$ cat config.mk
export PLATFORM = sky130hd
export DESIGN_NAME = hsv_color_dimmer_top
export DESIGN_NICKNAME = d
export VERILOG_FILES = /design/src/hw/rtl/hcd_pkg.sv /design/src/hw/rtl/hsv_color_dimmer_top.sv /design/src/hw/rtl/hcd_div.sv
export SDC_FILE = /design/constraint.sdc
export NUM_CORES = 2
export LEC_CHECK = 0
export BUFFER_PORTS_ARGS = -buffer_cell sky130_fd_sc_hd__buf_2
export CORE_ASPECT_RATIO = 0.5
export CORE_MARGIN = 10
export CORE_UTILIZATION = 35
export DETAILED_ROUTE_END_ITERATION = 16
export PLACE_DENSITY = 0.47
export SLEW_MARGIN = 20
export SYNTH_ARGS = -nofsm -noshare
export SYNTH_HDL_FRONTEND = slang
export SYNTH_SLANG_ARGS = --single-unit
$ cat constraint.sdc
create_clock -name clk -period 48.3 [get_ports clk]
set_clock_uncertainty 0.1 [all_clocks]
set_input_delay 14.49 -clock clk [delete_from_list [all_inputs] [get_ports clk]]
set_output_delay 14.49 -clock clk [all_outputs]
set_load 0.005 [all_outputs]
$ cat src/hw/rtl/hcd_pkg.sv
// shared constants and types for the hsv color dimmer
// no dependencies
`default_nettype none
package hcd_pkg;
	localparam int unsigned NumStages = 9;
	localparam logic [1:0] ModeDim = 2'd0;
	localparam logic [1:0] ModeToHsv = 2'd1;
	localparam logic [1:0] ModeToRgb = 2'd2;
	localparam logic [1:0] ModePass = 2'd3;
	localparam logic RegMode = 1'b0;
	localparam logic RegBright = 1'b1;
	typedef logic [23:0] pixel_t;
endpackage
`default_nettype wire

$ cat src/hw/rtl/hsv_color_dimmer_top.sv
// hsv color dimmer top level: rgb/hsv conversion and v scaling
// depends on hcd_pkg and hcd_div
// throughput: one word per cycle; a stalled result word freezes every stage and stalls the input
// the two-stage dividers and the reciprocal multiplies set the stage split
// reset clears valid bits and sets mode 0, brightness 255
`default_nettype none
module hsv_color_dimmer_top (
	input  wire logic               clk,
	input  wire logic               arst_n,
	input  wire logic               cfg_valid,
	output logic                    cfg_ready,
	input  wire logic               cfg_index,
	input  wire logic [7:0]         cfg_data,
	input  wire logic               in_valid,
	output logic                    in_stall,
	input  wire hcd_pkg::pixel_t    pixel_in,
	output logic                    out_valid,
	input  wire logic               out_stall,
	output hcd_pkg::pixel_t         pixel_out
);
	import hcd_pkg::*;
	logic [1:0] mode_q;
	logic [7:0] bright_q;
	logic [NumStages-1:0] vld_q;
	logic adv;
	assign adv = !(vld_q[NumStages-1] && out_stall);
	assign in_stall = !adv;
	assign cfg_ready = 1'b1;
	assign out_valid = vld_q[NumStages-1];

	always_ff @(posedge clk or negedge arst_n) begin
		if (!arst_n) begin
			mode_q <= ModeDim;
			bright_q <= 8'hff;
			vld_q <= '0;
		end else begin
			if (cfg_valid) begin
				if (cfg_index == RegMode) mode_q <= cfg_data[1:0];
				else bright_q <= cfg_data;
			end
			if (adv) vld_q <= {vld_q[NumStages-2:0], in_valid};
		end
	end

	// s1: max/min, hue numerator
	pixel_t px_s1;
	logic [7:0] mx_s1, d_s1;
	logic [10:0] n_s1;
	logic [7:0] r, g, b, mx, mn;
	logic [10:0] n;
	always_comb begin
		r = pixel_in[23:16]; g = pixel_in[15:8]; b = pixel_in[7:0];
		mx = r; mn = r;
		if (g > mx) mx = g;
		if (b > mx) mx = b;
		if (g < mn) mn = g;
		if (b < mn) mn = b;
		if (r == mx) begin
			n = {3'd0, g} - {3'd0, b};
			if (g < b) n = n + 11'(6 * (mx - mn));
		end else if (g == mx) begin
			n = 11'(2 * (mx - mn)) + {3'd0, b} - {3'd0, r};
		end else begin
			n = 11'(4 * (mx - mn)) + {3'd0, r} - {3'd0, g};
		end
	end
	always_ff @(posedge clk) begin
		if (adv) begin
			px_s1 <= pixel_in; mx_s1 <= mx; d_s1 <= mx - mn; n_s1 <= n;
		end
	end

	// s2, s3: h and s divides
	logic [7:0] h_div, s_div;
	logic [10:0] d6;
	assign d6 = 11'(6 * d_s1);
	hcd_div u_hdiv (.clk(clk), .en(adv), .num(19'(255 * n_s1)),
		.den((d_s1 == 0) ? 11'd1 : d6), .quo(h_div));
	hcd_div u_sdiv (.clk(clk), .en(adv), .num(19'(255 * d_s1)),
		.den((mx_s1 == 0) ? 11'd1 : {3'd0, mx_s1}), .quo(s_div));
	pixel_t px_s2, px_s3;
	logic [7:0] mx_s2, mx_s3;
	logic gray_s2, gray_s3;
	always_ff @(posedge clk) begin
		if (adv) begin
			px_s2 <= px_s1; mx_s2 <= mx_s1; gray_s2 <= (d_s1 == 0);
			px_s3 <= px_s2; mx_s3 <= mx_s2; gray_s3 <= gray_s2;
		end
	end

	// s4: select hsv source and scale v
	pixel_t px_s4, hsv_s4;
	logic [1:0] md_s4;
	logic [7:0] hh, ss, vv;
	logic [15:0] vb, vsum;
	always_comb begin
		hh = gray_s3 ? 8'd0 : h_div;
		ss = gray_s3 ? 8'd0 : s_div;
		vb = mx_s3 * bright_q;
		// floor divide by 255, exact for products up to 255*255
		vsum = vb + 16'd1 + (vb >> 8);
		vv = vsum[15:8];
	end
	always_ff @(posedge clk) begin
		if (adv) begin
			px_s4 <= px_s3; md_s4 <= mode_q;
			hsv_s4 <= (mode_q == ModeDim) ? {hh, ss, vv} : (mode_q == ModeToHsv) ?
				{hh, ss, mx_s3} : px_s3;
		end
	end

	// s5: sector and fraction
	logic [10:0] x, xs;
	logic [2:0] sec;
	logic [7:0] ff;
	logic [2:0] sec_s5;
	logic [7:0] f_s5;
	pixel_t px_s5, hsv_s5;
	logic [1:0] md_s5;
	always_comb begin
		x = (hsv_s4[23:16] == 8'hff) ? 11'd0 : 11'(6 * hsv_s4[23:16]);
		xs = x + 11'd1 + (x >> 8);
		sec = xs[10:8];
		ff = 8'(x - ({sec, 8'd0} - {8'd0, sec}));
	end
	always_ff @(posedge clk) begin
		if (adv) begin
			sec_s5 <= sec; f_s5 <= ff;
			px_s5 <= px_s4; hsv_s5 <= hsv_s4; md_s5 <= md_s4;
		end
	end

	// s6: products s*f and s*(255-f)
	logic [15:0] sf_s6, sg_s6;
	logic [2:0] sec_s6;
	pixel_t px_s6, hsv_s6;
	logic [1:0] md_s6;
	always_ff @(posedge clk) begin
		if (adv) begin
			sf_s6 <= hsv_s5[15:8] * f_s5;
			sg_s6 <= hsv_s5[15:8] * (8'd255 - f_s5);
			sec_s6 <= sec_s5; px_s6 <= px_s5; hsv_s6 <= hsv_s5; md_s6 <= md_s5;
		end
	end

	// s7: v products
	logic [15:0] pq_s7;
	logic [23:0] qq_s7, tq_s7;
	logic [2:0] sec_s7;
	pixel_t px_s7, hsv_s7;
	logic [1:0] md_s7;
	always_ff @(posedge clk) begin
		if (adv) begin
			pq_s7 <= hsv_s6[7:0] * (8'd255 - hsv_s6[15:8]);
			qq_s7 <= {16'd0, hsv_s6[7:0]} * (24'd65025 - {8'd0, sf_s6});
			tq_s7 <= {16'd0, hsv_s6[7:0]} * (24'd65025 - {8'd0, sg_s6});
			sec_s7 <= sec_s6; px_s7 <= px_s6; hsv_s7 <= hsv_s6; md_s7 <= md_s6;
		end
	end

	// s8: constant divides
	logic [15:0] psum;
	logic [47:0] qm, tm;
	logic [7:0] p_s8, q_s8, t_s8;
	logic [2:0] sec_s8;
	pixel_t px_s8, hsv_s8;
	logic [1:0] md_s8;
	always_comb begin
		psum = pq_s7 + 16'd1 + (pq_s7 >> 8);
		// reciprocal of 65025 scaled by 2^40, exact for 24 bit numerators
		qm = {24'd0, qq_s7} * 48'd16909061;
		tm = {24'd0, tq_s7} * 48'd16909061;
	end
	always_ff @(posedge clk) begin
		if (adv) begin
			p_s8 <= psum[15:8];
			q_s8 <= qm[47:40];
			t_s8 <= tm[47:40];
			sec_s8 <= sec_s7; px_s8 <= px_s7; hsv_s8 <= hsv_s7; md_s8 <= md_s7;
		end
	end

	// s9: sector mux, mode select
	logic [7:0] v8;
	pixel_t rgb;
	assign v8 = hsv_s8[7:0];
	always_comb begin
		case (sec_s8)
			3'd0: rgb = {v8, t_s8, p_s8};
			3'd1: rgb = {q_s8, v8, p_s8};
			3'd2: rgb = {p_s8, v8, t_s8};
			3'd3: rgb = {p_s8, q_s8, v8};
			3'd4: rgb = {t_s8, p_s8, v8};
			default: rgb = {v8, p_s8, q_s8};
		endcase
		if (hsv_s8[15:8] == 8'd0) rgb = {v8, v8, v8};
	end
	always_ff @(posedge clk) begin
		if (adv) begin
			case (md_s8)
				ModeDim, ModeToRgb: pixel_out <= rgb;
				ModeToHsv: pixel_out <= hsv_s8;
				default: pixel_out <= px_s8;
			endcase
		end
	end
endmodule
`default_nettype wire

$ cat src/hw/rtl/hcd_div.sv
// two-stage pipelined restoring divider: 19 bit dividend by 11 bit divisor, 8 bit quotient
// assumes quotient fits in 8 bits; no dependencies
`default_nettype none
module hcd_div (
	input  wire logic        clk,
	input  wire logic        en,
	input  wire logic [18:0] num,
	input  wire logic [10:0] den,
	output logic      [7:0]  quo
);
	// upper four quotient bits in the first stage, lower four in the second
	logic [18:0] rem_a, rem_b, rem_s1;
	logic [3:0]  qa, qb, qhi_s1;
	logic [10:0] den_s1;
	logic [19:0] trial_a, trial_b;
	always_comb begin
		rem_a = num;
		qa = '0;
		trial_a = '0;
		for (int k = 3; k >= 0; k--) begin
			trial_a = {1'b0, rem_a} - ({9'd0, den} << (k + 4));
			if (!trial_a[19]) begin
				rem_a = trial_a[18:0];
				qa[k] = 1'b1;
			end
		end
	end
	always_comb begin
		rem_b = rem_s1;
		qb = '0;
		trial_b = '0;
		for (int k = 3; k >= 0; k--) begin
			trial_b = {1'b0, rem_b} - ({9'd0, den_s1} << k);
			if (!trial_b[19]) begin
				rem_b = trial_b[18:0];
				qb[k] = 1'b1;
			end
		end
	end
	always_ff @(posedge clk) begin
		if (en) begin
			rem_s1 <= rem_a;
			qhi_s1 <= qa;
			den_s1 <= den;
			quo <= {qhi_s1, qb};
		end
	end
endmodule
`default_nettype wire

==> results.md <==
- Status: finished clean
- Htree depth: 3
- Post-synthesis sequential area ratio: 28.5%
- Routed len/inst: about 17 µm
- Initial core utilization: 35.3%
- TritonCTS buffer count: approximately 70
- Most common cell after layout, fill and taps aside: inv_1
- Setup TNS Final: 0 ns
- Max cap viols: 0
- Crit Path Category: primary input to output pin
- Drt drc: 0
- Met3 Use GR: approximately 1.3%
- CTS max path bufs: 3
- Pre-CTS WS: 17.84 ns
- Setup Fix Bufs, Post-CTS: 0
- Total track usage: 14.5%
- Met2 Track Usage GR: about 26%
- Cell Rows: 112
- Critical Path RT: 33.71 ns
- Type of destination of the critical path: output pin
- Slew Limit Fails: 0
- Ports: 65
- Final Hold Viols: 0
- Post-Syn Instances: 6308
- Post-CTS Hold Buffers: 0
- Adder-cell share of the synthesized area: between 30% and 40%
- Mean Syn Cell Area: 10.5 µm²
- Final net count: 7978
- WP data arrival: ~16 ns
- DR vias: 43500
- Vias/cell: 4.89
- Area Overhead vs Synth: 8.17%
- Clock transition at path regs: 0.08 ns
- Post-route cell area: 71300 µm²
- Yosys cell types: around 100
- Syn_nets: 7945
- Post-Synth Simple-Gate Area: approximately 11%
- Chip Height: 327 µm
- Clock period minus worst slack: between 30 and 40 ns
- Final RePlAce weighted congestion: 0.831
- Area of the core: 187000 µm²
- Synth Area in XOR/XNOR: approximately 4.4%
- Fmax: 0.0329 GHz
- Area contributors post-synth: edfxtp_1 (28%), ha_1 (19%), fa_1 (17%), inv_1 (5.9%), xnor2_1 (2.8%)
- Post-synth top area share: ~28%
- Final setup fails: 0
- Layout cells sized above 1: under 10%
- Critical Path Source Type: primary input
- Grt peak-use layer: met2
- CTS tree: built
- Async SR Flop Fraction: 3.02%
- Die Area: 207000 µm²
- DRT iter0 DRCs: 2277
- Main combinational cell family by area after synthesis: adder cells
- Post-synth top area cell: edfxtp_1
- Placed Area: roughly 70000 µm²
- Post-CTS sizing: 0
- GR Overflow Total: 0
- DRT Wirelength: 152000 µm
- Initial antenna violation count: 2
- Met1 GRT Util: about a fifth
- Commonest non-fill, non-tap cells in the layout: inv_1 (1043), ha_1 (1023), edfxtp_1 (610)
- Synthesized area: 66000 µm²
- RSZ-0062 raised after global routing: no
- Synth Area in Compound Gates: 9.28%
- PortBufs: 63
- Slew @ Worst Pin: 1.14 ns
- CTS sink count: 629
- Root Driver: clkbuf_16
- Max-slew headroom: between 20% and 30%
- Synth Flop Type: edfxtp_1
- Placed wire-length estimate: 119000 µm
- First-pass GRT wire length: roughly 250000 µm
- Skew-Pair Late Insertion Delay: 0.67 ns
- Post-synth EDFFs: 610
- Post-route setup slack: 17.89 ns
- CP max FO: 59
- Hold Crit Class: flip-flop to flip-flop
- Synth warn: 0
- Register bit count reported by yosys: between 600 and 700
- Vias in the first global route: 45600
- Initial DRT Pass Iterations: 7
- Post-Route Utilization: about two fifths
- Largest net degree at the start of global routing: 187
- Die X: 634 µm
- Final worst-path cycle share: between 60% and 70%
- Final ANT Viol Nets: 0
- Multiplexer share of the synthesized area: 3.08%
-- kinds of logic after synthesis --
group / after synthesis
compound gates: 954
xor+xnor: 330
fa+ha+maj: 1599
buf+inv: 1177
flops: 629
mux: 186
other cells: 2
simple gates: 1431
-- critical path: stages --
cell,delay [ns]
buf_2,0.11
nand2_4,0.62
inv_1,0.31
buf_2,0.23
-- layer usage --
layer / vias up / part of all wire [%]
li1: 21300 / -
met1: 21500 / 46
met2: 554 / 49
met3: 153 / 2.5
met4: 0 / 2.1
met5: - / 0
-- layout make-up --
| class | instances | area [µm²] |
|---|---|---|
| fill | 18500 | 116000 |
| tap | 2508 | 3140 |
| clock buffer | 78 | 1780 |
| clock inverter | 44 | 455 |
| inverter | 1046 | 3930 |
| sequential | 629 | 18800 |
| antenna | 1 | 2.50 |
| multi-input combinational | 4502 | 42700 |
| timing repair buffer | 93 | 553 |
-- per-stage QoR --
step	cells	hold slack, ns
4_1_cts	8900	0.290
2_1_floorplan	6308	0.300
6_report	8901	0.284
3_3_place_gp	8778	0.301
3_5_place_dp	8778	0.305
5_1_grt	8900	0.301
-- path summary, 6_finish.rpt --
kind                            slack, ns  depth (start not counted)      start               end
min in group asynchronous           13.66                          1     arst_n          vld_q[7]
worst max-delay path                17.89                          4  out_stall          in_stall
worst min register to register       0.28                          0   px_s5[1]          px_s6[1]
worst max register to register      32.60                         58    n_s1[5]  u_hdiv.rem_s1[6]
worst min-delay path                 0.28                          0   px_s5[1]          px_s6[1]
max in group asynchronous           34.10                          1     arst_n       bright_q[4]
-- registers in the layout (all words and copies together), names as in the netlist, 16 cells and up --
name	flops
hsv_s4	24
hsv_s5	24
hsv_s6	24
hsv_s7	24
hsv_s8	24
pixel_out	24
px_s1	24
px_s2	24
px_s3	24
px_s4	24
px_s5	24
px_s6	24
px_s7	24
px_s8	24
qq_s7	24
tq_s7	24
u_hdiv.rem_s1	19
u_sdiv.rem_s1	19
pq_s7	16
sf_s6	16
sg_s6	16
-- Yosys cell counts (113+ instances only) --
master    number
nor2_1       272
xnor2_1      208
a21oi_1      298
ha_1        1023
nor2b_1      147
inv_1       1043
nand2b_1     118
edfxtp_1     610
clkbuf_1     113
xor2_1       121
fa_1         576
and2_1       243
o21ai_0      196
nand2_1      395
Power is left out: the tool's default activity adds up to more than one toggle a clock period on the data nets, which glitch-free logic cannot reach.
